<file path="src/rtl/rtt_pkg.sv">
// ----------------------------------------------------------------------------
// rtt_pkg
// types, codes and constants of the repeating timer table
// ----------------------------------------------------------------------------
package rtt_pkg;

   localparam int RTT_SLOTS  = 16;
   localparam int TIME_BITS  = 48;
   localparam int KIND_W     = 2;
   localparam int STATUS_W   = 3;
   localparam int ID_W       = 32;
   localparam int DT_W       = 16;
   localparam int PERIOD_W   = 32;
   localparam int COUNT_W    = 16;
   localparam int DELAY_W    = 32;
   localparam int ELAPSED_W  = 48;
   localparam int MAX_FIRES  = 16;
   localparam int FIRE_CNT_W = $clog2(MAX_FIRES);

   localparam logic [ID_W-1:0] NO_ID = {ID_W{1'b1}};

   typedef enum logic [KIND_W-1:0] {
      KIND_TICK    = 2'd0,
      KIND_SCHED   = 2'd1,
      KIND_UNSCHED = 2'd2
   } rtt_kind_type;

   typedef enum logic [STATUS_W-1:0] {
      ST_FIRED   = 3'd0,
      ST_SCHED   = 3'd1,
      ST_REJECT  = 3'd2,
      ST_FULL    = 3'd3,
      ST_REMOVED = 3'd4,
      ST_ABSENT  = 3'd5
   } rtt_status_type;

   typedef struct packed {
      logic [KIND_W-1:0]   kind;
      logic [DT_W-1:0]     dt;
      logic [PERIOD_W-1:0] interval;
      logic [COUNT_W-1:0]  repeat_count;
      logic [DELAY_W-1:0]  delay;
      logic [ID_W-1:0]     target_id;
   } rtt_req_type;

   typedef struct packed {
      logic [STATUS_W-1:0]  status;
      logic [ID_W-1:0]      timer_id;
      logic [ELAPSED_W-1:0] elapsed;
      logic                 last;
   } rtt_rsp_type;

   typedef struct packed {
      logic [ID_W-1:0]      id;
      logic [TIME_BITS-1:0] last_call;
      logic [TIME_BITS-1:0] deadline;
      logic [PERIOD_W-1:0]  period;
      logic [COUNT_W-1:0]   remaining;
   } rtt_entry_type;

   typedef enum logic {
      SCAN_ORDER,
      SCAN_MATCH
   } rtt_scan_mode_type;

   typedef struct packed {
      logic              clear;
      logic              update;
      rtt_scan_mode_type mode;
      logic              have_prev;
   } rtt_scan_ctl_type;

   typedef struct packed {
      logic best_found;
      logic second_found;
   } rtt_scan_sts_type;

endpackage

</file>
<file path="src/rtl/rtt_slot_mem.sv">
// ----------------------------------------------------------------------------
// rtt_slot_mem
// slot record memory, one write port and one registered read port
// ----------------------------------------------------------------------------
module rtt_slot_mem
   import rtt_pkg::*;
#(
   parameter int  SLOTS = RTT_SLOTS,
   localparam int IDX_W = (SLOTS > 1) ? $clog2(SLOTS) : 1
) (
   input  logic          clock,
   input  logic          wr_en,
   input  logic [IDX_W-1:0] wr_addr,
   input  rtt_entry_type wr_data,
   input  logic          rd_en,
   input  logic [IDX_W-1:0] rd_addr,
   output rtt_entry_type rd_data
);

   rtt_entry_type mem_ff [SLOTS];
   rtt_entry_type rd_data_ff;

   always_ff @(posedge clock) begin
      if (wr_en) begin
         mem_ff[wr_addr] <= wr_data;
      end
      if (rd_en) begin
         rd_data_ff <= mem_ff[rd_addr];
      end
   end

   assign rd_data = rd_data_ff;

endmodule

</file>
<file path="src/rtl/rtt_scan.sv">
// ----------------------------------------------------------------------------
// rtt_scan
// tracks the lowest and second lowest due id, or an id match, over one pass
// ----------------------------------------------------------------------------
module rtt_scan
   import rtt_pkg::*;
#(
   parameter int  SLOTS = RTT_SLOTS,
   localparam int IDX_W = (SLOTS > 1) ? $clog2(SLOTS) : 1
) (
   input  logic                 clock,
   input  logic                 reset,
   input  rtt_scan_ctl_type     ctl,
   input  logic [ID_W-1:0]      key,
   input  logic [TIME_BITS-1:0] timeline,
   input  rtt_entry_type        ent,
   input  logic                 ent_valid,
   input  logic [IDX_W-1:0]     ent_idx,
   output rtt_scan_sts_type     sts,
   output logic [IDX_W-1:0]     best_idx,
   output rtt_entry_type        best_ent
);

   logic             best_found_ff;
   logic             second_found_ff;
   logic [ID_W-1:0]  second_id_ff;
   logic [IDX_W-1:0] best_idx_ff;
   rtt_entry_type    best_ent_ff;

   logic due;
   logic hit;
   logic cand;
   logic take_best;
   logic take_second;

   always_comb begin
      due  = ent_valid && (timeline > ent.deadline) &&
             (!ctl.have_prev || (ent.id > key));
      hit  = ent_valid && (ent.id == key);
      cand = (ctl.mode == SCAN_ORDER) ? due : hit;
      take_best   = cand && (!best_found_ff ||
                    ((ctl.mode == SCAN_ORDER) && (ent.id < best_ent_ff.id)));
      take_second = cand && !take_best &&
                    (!second_found_ff || (ent.id < second_id_ff));
   end

   always_ff @(posedge clock) begin
      if (reset || ctl.clear) begin
         best_found_ff   <= 1'b0;
         second_found_ff <= 1'b0;
      end else if (ctl.update) begin
         if (take_best) begin
            best_found_ff   <= 1'b1;
            second_found_ff <= best_found_ff;
         end else if (take_second) begin
            second_found_ff <= 1'b1;
         end
      end
   end

   always_ff @(posedge clock) begin
      if (ctl.update) begin
         if (take_best) begin
            best_ent_ff  <= ent;
            best_idx_ff  <= ent_idx;
            second_id_ff <= best_ent_ff.id;
         end else if (take_second) begin
            second_id_ff <= ent.id;
         end
      end
   end

   assign sts.best_found   = best_found_ff;
   assign sts.second_found = second_found_ff;
   assign best_idx         = best_idx_ff;
   assign best_ent         = best_ent_ff;

endmodule

</file>
<file path="src/rtl/rtt_seq.sv">
// ----------------------------------------------------------------------------
// rtt_seq
// request sequencer: timeline, id counter, valid bits, scan passes and
// read-modify-write of slot records, with the result register
// ----------------------------------------------------------------------------
module rtt_seq
   import rtt_pkg::*;
#(
   parameter int  SLOTS = RTT_SLOTS,
   localparam int IDX_W = (SLOTS > 1) ? $clog2(SLOTS) : 1
) (
   input  logic                 clock,
   input  logic                 reset,
   input  logic                 req_valid,
   output logic                 req_ready,
   input  rtt_req_type          req_data,
   output logic                 rsp_valid,
   input  logic                 rsp_ready,
   output rtt_rsp_type          rsp_data,
   output logic                 wr_en,
   output logic [IDX_W-1:0]     wr_addr,
   output rtt_entry_type        wr_data,
   output logic                 rd_en,
   output logic [IDX_W-1:0]     rd_addr,
   output rtt_scan_ctl_type     scan_ctl,
   output logic [ID_W-1:0]      scan_key,
   output logic [TIME_BITS-1:0] timeline,
   output logic                 ent_valid,
   output logic [IDX_W-1:0]     ent_idx,
   input  rtt_scan_sts_type     scan_sts,
   input  logic [IDX_W-1:0]     best_idx,
   input  rtt_entry_type        best_ent
);

   typedef enum logic [2:0] {
      S_IDLE,
      S_SCAN,
      S_DRAIN,
      S_DECIDE,
      S_RESP
   } state_type;

   function automatic logic [TIME_BITS-1:0] sat_add(input logic [TIME_BITS-1:0] a,
                                                    input logic [TIME_BITS-1:0] b);
      logic [TIME_BITS:0] sum;
      sum = {1'b0, a} + {1'b0, b};
      return sum[TIME_BITS] ? {TIME_BITS{1'b1}} : sum[TIME_BITS-1:0];
   endfunction

   state_type            state_ff, state_in;
   rtt_kind_type         op_ff, op_in;
   logic [TIME_BITS-1:0] timeline_ff, timeline_in;
   logic [ID_W-1:0]      next_id_ff, next_id_in;
   logic [SLOTS-1:0]     valid_ff, valid_in;
   logic [ID_W-1:0]      key_ff, key_in;
   logic                 have_prev_ff, have_prev_in;
   logic [IDX_W-1:0]     scan_addr_ff, scan_addr_in;
   logic                 rd_vld_ff, rd_vld_in;
   logic [IDX_W-1:0]     rd_idx_ff, rd_idx_in;
   logic [FIRE_CNT_W-1:0] fire_cnt_ff, fire_cnt_in;
   logic [IDX_W-1:0]     free_idx_ff, free_idx_in;
   rtt_entry_type        new_ent_ff, new_ent_in;
   logic [STATUS_W-1:0]  pend_status_ff, pend_status_in;
   logic [ID_W-1:0]      pend_id_ff, pend_id_in;
   logic                 rsp_valid_ff, rsp_valid_in;
   rtt_rsp_type          rsp_data_ff, rsp_data_in;

   logic             any_free;
   logic [IDX_W-1:0] free_idx;
   logic             out_free;
   logic [COUNT_W-1:0] fire_rem;
   logic             fire_done;
   logic             fire_last;
   rtt_entry_type    fire_ent;

   // lowest free slot
   always_comb begin
      any_free = 1'b0;
      free_idx = '0;
      for (int i = SLOTS - 1; i >= 0; i--) begin
         if (!valid_ff[i]) begin
            any_free = 1'b1;
            free_idx = IDX_W'(i);
         end
      end
   end

   // updated record of the slot that fires
   always_comb begin
      fire_rem  = best_ent.remaining - COUNT_W'(1);
      fire_done = (fire_rem == '0);
      fire_last = !scan_sts.second_found ||
                  (fire_cnt_ff == FIRE_CNT_W'(MAX_FIRES - 1));
      fire_ent           = best_ent;
      fire_ent.last_call = best_ent.deadline;
      fire_ent.remaining = fire_rem;
      if (!fire_done) begin
         fire_ent.deadline = sat_add(timeline_ff, TIME_BITS'(best_ent.period));
      end
   end

   assign out_free = !rsp_valid_ff || rsp_ready;

   always_comb begin
      state_in       = state_ff;
      op_in          = op_ff;
      timeline_in    = timeline_ff;
      next_id_in     = next_id_ff;
      valid_in       = valid_ff;
      key_in         = key_ff;
      have_prev_in   = have_prev_ff;
      scan_addr_in   = scan_addr_ff;
      rd_vld_in      = 1'b0;
      rd_idx_in      = scan_addr_ff;
      fire_cnt_in    = fire_cnt_ff;
      free_idx_in    = free_idx_ff;
      new_ent_in     = new_ent_ff;
      pend_status_in = pend_status_ff;
      pend_id_in     = pend_id_ff;
      rsp_valid_in   = rsp_valid_ff && !rsp_ready;
      rsp_data_in    = rsp_data_ff;
      wr_en          = 1'b0;
      wr_addr        = best_idx;
      wr_data        = fire_ent;
      rd_en          = 1'b0;
      rd_addr        = scan_addr_ff;

      unique case (state_ff)
         S_IDLE: begin
            if (req_valid) begin
               scan_addr_in = '0;
               unique case (req_data.kind)
                  KIND_TICK: begin
                     op_in        = KIND_TICK;
                     timeline_in  = sat_add(timeline_ff, TIME_BITS'(req_data.dt));
                     have_prev_in = 1'b0;
                     fire_cnt_in  = '0;
                     state_in     = S_SCAN;
                  end
                  KIND_SCHED: begin
                     op_in = KIND_SCHED;
                     if (req_data.interval == '0) begin
                        pend_status_in = ST_REJECT;
                        pend_id_in     = NO_ID;
                        state_in       = S_RESP;
                     end else if (!any_free) begin
                        pend_status_in = ST_FULL;
                        pend_id_in     = NO_ID;
                        state_in       = S_RESP;
                     end else begin
                        key_in               = next_id_ff;
                        next_id_in           = next_id_ff + ID_W'(1);
                        free_idx_in          = free_idx;
                        new_ent_in.id        = next_id_ff;
                        new_ent_in.last_call = timeline_ff;
                        new_ent_in.deadline  = sat_add(timeline_ff,
                                                       TIME_BITS'(req_data.delay));
                        new_ent_in.period    = req_data.interval;
                        new_ent_in.remaining = (req_data.repeat_count == '0) ?
                                               COUNT_W'(1) : req_data.repeat_count;
                        have_prev_in         = 1'b0;
                        state_in             = S_SCAN;
                     end
                  end
                  KIND_UNSCHED: begin
                     op_in        = KIND_UNSCHED;
                     key_in       = req_data.target_id;
                     have_prev_in = 1'b0;
                     state_in     = S_SCAN;
                  end
                  default: begin
                     // unused kind: dropped
                     state_in = S_IDLE;
                  end
               endcase
            end
         end

         S_SCAN: begin
            rd_en     = 1'b1;
            rd_vld_in = 1'b1;
            if (scan_addr_ff == IDX_W'(SLOTS - 1)) begin
               state_in = S_DRAIN;
            end else begin
               scan_addr_in = scan_addr_ff + IDX_W'(1);
            end
         end

         S_DRAIN: begin
            state_in = S_DECIDE;
         end

         S_DECIDE: begin
            unique case (op_ff)
               KIND_TICK: begin
                  if (!scan_sts.best_found) begin
                     state_in = S_IDLE;
                  end else if (out_free) begin
                     wr_en                = 1'b1;
                     rsp_valid_in         = 1'b1;
                     rsp_data_in.status   = ST_FIRED;
                     rsp_data_in.timer_id = best_ent.id;
                     rsp_data_in.elapsed  = ELAPSED_W'(best_ent.deadline - best_ent.last_call);
                     rsp_data_in.last     = fire_last;
                     if (fire_done) begin
                        valid_in[best_idx] = 1'b0;
                     end
                     fire_cnt_in  = fire_cnt_ff + FIRE_CNT_W'(1);
                     key_in       = best_ent.id;
                     have_prev_in = 1'b1;
                     scan_addr_in = '0;
                     state_in     = fire_last ? S_IDLE : S_SCAN;
                  end
               end
               KIND_SCHED: begin
                  if (out_free) begin
                     // id still held by a live timer after wrap: report only
                     if (!scan_sts.best_found) begin
                        wr_en                 = 1'b1;
                        wr_addr               = free_idx_ff;
                        wr_data               = new_ent_ff;
                        valid_in[free_idx_ff] = 1'b1;
                     end
                     rsp_valid_in         = 1'b1;
                     rsp_data_in.status   = ST_SCHED;
                     rsp_data_in.timer_id = key_ff;
                     rsp_data_in.elapsed  = '0;
                     rsp_data_in.last     = 1'b1;
                     state_in             = S_IDLE;
                  end
               end
               KIND_UNSCHED: begin
                  if (out_free) begin
                     if (scan_sts.best_found) begin
                        valid_in[best_idx] = 1'b0;
                     end
                     rsp_valid_in         = 1'b1;
                     rsp_data_in.status   = scan_sts.best_found ? ST_REMOVED : ST_ABSENT;
                     rsp_data_in.timer_id = key_ff;
                     rsp_data_in.elapsed  = '0;
                     rsp_data_in.last     = 1'b1;
                     state_in             = S_IDLE;
                  end
               end
               default: begin
                  state_in = S_IDLE;
               end
            endcase
         end

         S_RESP: begin
            if (out_free) begin
               rsp_valid_in         = 1'b1;
               rsp_data_in.status   = pend_status_ff;
               rsp_data_in.timer_id = pend_id_ff;
               rsp_data_in.elapsed  = '0;
               rsp_data_in.last     = 1'b1;
               state_in             = S_IDLE;
            end
         end

         default: begin
            state_in = S_IDLE;
         end
      endcase
   end

   always_ff @(posedge clock) begin
      if (reset) begin
         state_ff     <= S_IDLE;
         timeline_ff  <= '0;
         next_id_ff   <= '0;
         valid_ff     <= '0;
         have_prev_ff <= 1'b0;
         scan_addr_ff <= '0;
         rd_vld_ff    <= 1'b0;
         fire_cnt_ff  <= '0;
         rsp_valid_ff <= 1'b0;
      end else begin
         state_ff     <= state_in;
         timeline_ff  <= timeline_in;
         next_id_ff   <= next_id_in;
         valid_ff     <= valid_in;
         have_prev_ff <= have_prev_in;
         scan_addr_ff <= scan_addr_in;
         rd_vld_ff    <= rd_vld_in;
         fire_cnt_ff  <= fire_cnt_in;
         rsp_valid_ff <= rsp_valid_in;
      end
      op_ff          <= op_in;
      key_ff         <= key_in;
      rd_idx_ff      <= rd_idx_in;
      free_idx_ff    <= free_idx_in;
      new_ent_ff     <= new_ent_in;
      pend_status_ff <= pend_status_in;
      pend_id_ff     <= pend_id_in;
      rsp_data_ff    <= rsp_data_in;
   end

   always_comb begin
      scan_ctl.clear     = (state_ff == S_SCAN) && (scan_addr_ff == '0);
      scan_ctl.update    = rd_vld_ff;
      scan_ctl.mode      = (op_ff == KIND_TICK) ? SCAN_ORDER : SCAN_MATCH;
      scan_ctl.have_prev = have_prev_ff;
   end

   assign req_ready = (state_ff == S_IDLE);
   assign rsp_valid = rsp_valid_ff;
   assign rsp_data  = rsp_data_ff;
   assign scan_key  = key_ff;
   assign timeline  = timeline_ff;
   assign ent_valid = valid_ff[rd_idx_ff];
   assign ent_idx   = rd_idx_ff;

endmodule

</file>
<file path="src/rtl/repeating_timer_table_top.sv">
// ----------------------------------------------------------------------------
// repeating_timer_table_top
// table of repeating timers on an integer tick timeline
// ----------------------------------------------------------------------------
// The slot records live in a single-port-read memory, so a request walks
// the table one slot per cycle: a schedule or unschedule request walks it once
// (a schedule refused for a zero interval or a full table does not walk it),
// and a tick walks it once when nothing is due and once per fired timer
// otherwise, since each pass picks the next due timer in ascending id order;
// at most MAX_FIRES timers fire per tick. One request is in work at a time;
// a new request is taken while the last result still waits in the output
// register. Stalls on rsp_ready delay each result that is waiting to go out.
module repeating_timer_table_top
   import rtt_pkg::*;
#(
   parameter int SLOTS = RTT_SLOTS
) (
   input  logic        clock,
   input  logic        reset,
   input  logic        req_valid,
   output logic        req_ready,
   input  rtt_req_type req_data,
   output logic        rsp_valid,
   input  logic        rsp_ready,
   output rtt_rsp_type rsp_data
);

   localparam int IDX_W = (SLOTS > 1) ? $clog2(SLOTS) : 1;

   logic                 wr_en;
   logic [IDX_W-1:0]     wr_addr;
   rtt_entry_type        wr_data;
   logic                 rd_en;
   logic [IDX_W-1:0]     rd_addr;
   rtt_entry_type        rd_data;
   rtt_scan_ctl_type     scan_ctl;
   logic [ID_W-1:0]      scan_key;
   logic [TIME_BITS-1:0] timeline;
   logic                 ent_valid;
   logic [IDX_W-1:0]     ent_idx;
   rtt_scan_sts_type     scan_sts;
   logic [IDX_W-1:0]     best_idx;
   rtt_entry_type        best_ent;

   rtt_slot_mem #(.SLOTS(SLOTS)) u_mem (
      .clock   (clock),
      .wr_en   (wr_en),
      .wr_addr (wr_addr),
      .wr_data (wr_data),
      .rd_en   (rd_en),
      .rd_addr (rd_addr),
      .rd_data (rd_data)
   );

   rtt_scan #(.SLOTS(SLOTS)) u_scan (
      .clock     (clock),
      .reset     (reset),
      .ctl       (scan_ctl),
      .key       (scan_key),
      .timeline  (timeline),
      .ent       (rd_data),
      .ent_valid (ent_valid),
      .ent_idx   (ent_idx),
      .sts       (scan_sts),
      .best_idx  (best_idx),
      .best_ent  (best_ent)
   );

   rtt_seq #(.SLOTS(SLOTS)) u_seq (
      .clock     (clock),
      .reset     (reset),
      .req_valid (req_valid),
      .req_ready (req_ready),
      .req_data  (req_data),
      .rsp_valid (rsp_valid),
      .rsp_ready (rsp_ready),
      .rsp_data  (rsp_data),
      .wr_en     (wr_en),
      .wr_addr   (wr_addr),
      .wr_data   (wr_data),
      .rd_en     (rd_en),
      .rd_addr   (rd_addr),
      .scan_ctl  (scan_ctl),
      .scan_key  (scan_key),
      .timeline  (timeline),
      .ent_valid (ent_valid),
      .ent_idx   (ent_idx),
      .scan_sts  (scan_sts),
      .best_idx  (best_idx),
      .best_ent  (best_ent)
   );

endmodule

</file>
<file path="config.mk">
export PLATFORM = sky130hd
export DESIGN_NAME = repeating_timer_table_top
export DESIGN_NICKNAME = d
export VERILOG_FILES = /design/src/rtl/rtt_pkg.sv /design/src/rtl/rtt_slot_mem.sv /design/src/rtl/rtt_scan.sv /design/src/rtl/rtt_seq.sv /design/src/rtl/repeating_timer_table_top.sv
export SDC_FILE = /design/constraint.sdc
export NUM_CORES = 2
export LEC_CHECK = 0
export BUFFER_PORTS_ARGS = -buffer_cell sky130_fd_sc_hd__buf_4
export CORE_MARGIN = 3
export CORE_UTILIZATION = 50
export DETAILED_ROUTE_END_ITERATION = 12
export PLACE_DENSITY = 0.72
export SYNTH_ARGS = -nofsm -noshare
export SYNTH_HDL_FRONTEND = slang
export SYNTH_HIERARCHICAL = 1
export SYNTH_SLANG_ARGS = --single-unit
</file>
<file path="constraint.sdc">
create_clock -name clock -period 29.2 [get_ports clock]
set_clock_uncertainty 0.05 [all_clocks]
set_input_delay 1.46 -clock clock [delete_from_list [all_inputs] [get_ports clock]]
set_output_delay 1.46 -clock clock [all_outputs]
set_load 0.02 [all_outputs]
</file>
=== Yosys cells after proc, flatten, opt, wreduce, memory -nomap -nowiden ===
Memory sizes are Yosys's and may differ from the RTL's. A register that Yosys moved wholly into a read port is not among the register bits.
Cells that the tools add are included.

* Register bits after elaboration: 627
* RAM bits: 2816
* Bits of input ports: 134
* Output and inout bits: 86
* Logic and storage cells: 271
* Memories kept: 1

{| class="wikitable"
|+ Memory list
! name !! depth !! bits a word !! rd ports !! clocked after memory_dff !! write ports !! line !! RTL
|-
| u_mem.mem_ff || 16 || 176 || 1 || 1 || 1 || rtt_slot_mem.sv:20 || <nowiki>rtt_entry_type mem_ff [SLOTS];</nowiki>
|}

* $add $sub $neg: 8
* Magnitude comparators: 9
* Equal/unequal tests: 37
* Mux-type cells: 123
* Bitwise logic cells: 4
* Reduce and logical (&&, ||, !) cells: 54

{| class="wikitable"
|+ Operator list
! operator !! count
|-
| 176-bit 2-to-1 mux || 4
|-
| 84-bit 2-to-1 mux || 5
|-
| 32-bit 2-to-1 mux || 8
|-
| 84-bit case mux with 3 select lines || 1
|-
| 84-bit case mux with 2 select lines || 1
|-
| 48-bit 2-to-1 mux || 3
|-
| 32-bit case mux with 2 select lines || 2
|-
| 16-bit 2-to-1 mux || 7
|-
| 48-bit by 32-bit adder with 49-bit output || 2
|-
| 4-bit 2-to-1 mux || 22
|-
| 32-bit < comparator || 2
|-
| 48-bit by 16-bit adder with 49-bit output || 1
|-
| 48-bit > comparator || 1
|-
| 16-bit case mux with 3 select lines || 1
|-
| 48-bit subtractor || 1
|-
| 1-bit 2-to-1 mux || 42
|-
| 3-bit 2-to-1 mux || 11
|-
| 32-bit by 1-bit adder with 32-bit output, second input constant || 1
|-
| 32-bit == test || 1
|-
| 32-bit > comparator || 1
|-
| 16-bit zero test || 2
|-
| 32-bit zero test || 1
|-
| 8-bit AND reduction || 3
|-
| 2-bit by 1-bit inequality test with 1-bit output, second input constant || 9
|-
| other kinds (44) || 103
|}

=== Logic depth before layout (Yosys ltp) ===
* Word-level depth: 21
* Depth in mapped cells: 14
* Depth with buffers taken out: 14

=== Cells and area by module ===
The synthesis kept the hierarchy.

{| class="wikitable"
|+ Modules (own cells, without submodules)
! module !! times used !! cells an instance !! area an instance (sq um) !! seq. area each (sq um)
|-
| rtt_slot_mem || 1 || 4601 || 110896.4 || 89846.2
|-
| rtt_seq || 1 || 2991 || 26267.7 || 11260.8
|-
| rtt_scan || 1 || 601 || 8360.5 || 5445.2
|}

=== Worst setup path after synthesis ===
Ideal clock, no wire load.

* Path kind: in2reg
* From: in rsp_ready
* To: mem u_mem/mem_ff[4][0] (netlist bit) (enable)
* Library setup time: 0.927 ns
* Arrival time: 15.101 ns
* Required time: 28.223 ns
* Setup slack: 13.122 ns
* Stages on the path: 10
* Buffers on the path: 3
* Path through: nand2b_1 -> nand2_1 -> nor3b_1 -> clkbuf_1 -> clkbuf_1 -> buf_1 -> nand2_1 -> nand2_1 -> nand3b_1 -> nor3_1

* Elaborated cells between the ends (all ways): 11
* Those cells by class: 10 x mux; 1 x reduce/logical

{| class="wikitable"
|+ RTL lines
! element !! line !! RTL
|-
| start: declaration || repeating_timer_table_top.sv:24 || <nowiki>input logic rsp_ready,</nowiki>
|-
| 1-bit logical OR || rtt_seq.sv:102 || <nowiki>assign out_free = !rsp_valid_ff || rsp_ready;</nowiki>
|-
| 4-bit 2-to-1 mux || rtt_seq.sv:216 || <nowiki>if (out_free) begin</nowiki>
|-
| 4-bit 2-to-1 mux || rtt_seq.sv:194 || <nowiki>unique case (op_ff)</nowiki>
|-
| 4-bit 2-to-1 mux || rtt_seq.sv:128 || <nowiki>unique case (state_ff)</nowiki>
|-
| via wr_addr[2] || repeating_timer_table_top.sv:31 || <nowiki>logic [IDX_W-1:0] wr_addr;</nowiki>
|-
| end: declaration || rtt_slot_mem.sv:20 ||
|}

The timed path passes the listed nets, and every way through them passes these cells.

=== Final worst setup path ===
* From: reg u_seq.state_ff[1]
* To: mem u_mem/mem_ff[12][135] (netlist bit) (enable)

* Elaborated cells between the ends (all ways): 5
* Those cells by class: 1 x eq/ne; 4 x mux

{| class="wikitable"
|+ RTL lines
! element !! line !! RTL
|-
| start: declaration || rtt_seq.sv:50 || <nowiki>state_type state_ff, state_in;</nowiki>
|-
| start signal: assignment || rtt_seq.sv:280 || <nowiki>state_ff <= state_in;</nowiki>
|-
| 3-bit by 2-bit == test with 1-bit output || rtt_seq.sv:128 ||
|-
| 4-bit 2-to-1 mux || rtt_seq.sv:128 ||
|-
| via wr_addr[2] || repeating_timer_table_top.sv:31 ||
|}

The timed path passes the listed nets, and every way through them passes these cells.

==> metrics.txt <==
status complete, no violations; PortBufs between 200 and 250; commonest cells after routing, fill and taps aside edfxtp_1 (3471), nand2_1 (672), mux4_2 (662), buf_4 (381), clkbuf_16 (364); Top FF cell, synth edfxtp_1; pre-CTS WS roughly 22 ns; worst-path fanout max about 150; CTS sink count ~3600; Die Ht about 550 µm; initial antenna violation count 18; syn nets between 8000 and 9000; number of global-route vias before repair around 80000; first drt pass iteration count 6; # setup viols final 0; EDFF count, synth 3471; initial core utilization 0.504; sequential share of the synthesized area 0.732; type of origin of the critical path flop; Avg WL per Cell slightly above 30 µm; largest net degree at the start of global routing 148; CTS HTree Levels 5; setup TNS 0 ns; die area 298000 µm²; via count ~80000; Max Clock Freq ~150 MHz; Post-Layout Cell Count 12719; initial DRC count 11284; I/O pin count 220; launch point of the worst path u_seq/state_ff[1]; share of layout cells above drive strength 1 0.198; final antenna-violating net count 0; Netlist Area Pre-Place 146000 µm²; Core Rows between 150 and 200; reg2reg start u_seq/state_ff[1]; CTS tree yes; met2 GRT Util 0.392; Register Area 107000 µm²; Nets 8925; GR Util met1 0.367; Final WS setup between 20 and 25 ns; Ys Warns 6; fin crit period about 6.7 ns; PwrDens approximately 67 nW/µm²; final period utilization 0.228; Tot GR Track Use 0.257; ys async rst share 0; CP arrival slightly above 7 ns; area of the multi-input gates roughly 36000 µm²; Max VDD drop 0.0489 mV; Post-Synthesis Cells slightly above 8000; Setup CP Type flop to flop; Min-Delay Startpoint u_mem/rd_data[132]; Post-DP HPWL 229000 µm; grt total ovfl 0; met3 GRT Util 0.0540; Die X 545 µm; Worst Hold Class flop to flop; endpoint type of the worst setup path flop; post-synth top area share 0.716; final RePlAce weighted congestion between 0.9 and 1; Mapped Avg Cell Area 17.8 µm²; Synth-to-Final Area Change 12.4%; Slew headroom 0.0870; core area approximately 290000 µm²; register bit total from synthesis around 3600; Synth cell types 93; post_cts resized 0; RSZ-0062 raised after global routing false; Fill cells approximately 22000; Worst Tran Pin Value around 1.4 ns; CTS Buffer Depth 4; CTS Root Cell clkbuf_16; commonest non-fill, non-tap cell in the layout edfxtp_1; worst skew pair latency slightly above 0.9 ns; Via density approximately 6.3; Max-Cap Viols 0; Synth area leader edfxtp_1; GRT Max-Usage Layer met2; first-pass GRT wire length about 560000 µm; Critical Path RT around 30 ns; Inst Count DP between 10000 and 15000; DRC 0; Static Leak 53.2 nW; total wire length ~400000 µm; hold_buf cts 0; clock transition at the registers of the reported paths roughly 0.06 ns; CTS buffer count about 360; fin. max-slew vios 0; Final Hold Fails 0; post-CTS setup buffer count 0; most area-consuming cells after synthesis edfxtp_1 (72%), mux4_2 (10%), ha_1 (2.1%), nand2_1 (1.7%), dfxtp_1 (1.6%)
-- registers in the layout, summed over array words and instances, names as in the netlist, 32 cells and up --
signal	count
u_scan/best_ent	176
u_mem/rd_data	176
u_seq/next_id_ff	32
u_seq/scan_key	32
u_seq/rsp_data	84
u_seq/timeline	48
u_seq/new_ent_ff	176
u_mem/mem_ff	2816
-- routing by layer --
layer | routed length (µm) | vias to the layer above
met1 | 151000 | 41472
met3 | 43300 | 726
met4 | 16100 | 12
met2 | 179000 | 4916
li1 | - | 33450
met5 | 67 | -
-- layout make-up --
class,instances,area share
clock inverters,222,0.0129
repair buffers,401,0.0198
flip-flops and latches,3587,0.651
well taps,3880,0.0297
diodes,10,0.000153
clock buffers,430,0.0575
inverters,247,0.00571
multi-input cells,3942,0.223
-- logic make-up after synthesis --
logic type,share of synthesized area
flip-flops,0.732
AND/OR/NAND/NOR,0.0448
AO/OA/AOI/OAI,0.0566
multiplexers,0.115
buffers and inverters,0.0189
adder cells (fa/ha/maj),0.0220
XOR/XNOR,0.0109
-- stage by stage --
step	utilization	instance area (µm²)	hold slack [ns]	total power, mW
global placement	0.526	152000	0.351	6.50
CTS	0.566	164000	0.345	11.0
floorplan	-	146000	0.347	6.31
finish	0.566	164000	0.347	10.9
global route	0.566	164000	0.353	11.3
detailed placement	0.526	152000	0.355	6.51
-- critical path, stage by stage (launching register included) --
cell,delay (ns)
dfxtp_1,0.57
nand2_1,0.17
nor2_4,0.10
buf_4,0.47
nand2_1,0.27
nor3b_2,0.58
buf_12,0.51
nand2_1,0.16
nand2_1,0.14
nand3_1,0.30
nor3_2,0.22
buf_4,0.71
buf_4,0.87
buf_4,0.84
-- power breakdown --
part,total [mW],switching [mW],internal [mW]
clock,4.54,1.94,2.60
sequential,5.73,0.0422,5.69
combinational,0.669,0.381,0.289
total,10.9,2.36,8.58
-- worst paths after layout --
kind                      endpoint  slack, ns  cells past startpoint
max          u_mem/mem_ff[12][135]      22.54                     13
min           u_scan/best_ent[132]       0.35                      0
max reg2reg  u_mem/mem_ff[12][135]      22.54                     13
min reg2reg   u_scan/best_ent[132]       0.35                      0
-- cell usage after synthesis, drive strengths merged, types with 17 or more instances --
| cell type | n |
|---|---|
| edfxtp | 3471 |
| nor2 | 243 |
| or3 | 27 |
| inv | 247 |
| mux2i | 78 |
| nor3 | 49 |
| nor4 | 20 |
| o21ai | 308 |
| nor2b | 60 |
| xor2 | 113 |
| o22ai | 25 |
| nand3 | 80 |
| a31oi | 58 |
| nand2 | 673 |
| mux4 | 662 |
| a211oi | 26 |
| nand2b | 49 |
| xnor2 | 68 |
| o31ai | 17 |
| o221ai | 30 |
| a21oi | 263 |
| and2 | 21 |
| and3 | 53 |
| o21bai | 23 |
| dfxtp | 116 |
| a21o | 81 |
| ha | 249 |
| mux2 | 88 |
| buf | 161 |
| a221oi | 21 |
| o211ai | 23 |
| o21a | 20 |
| a22oi | 298 |
| nand4 | 76 |
| clkbuf | 256 |
Power figures use the tool's default switching activity.
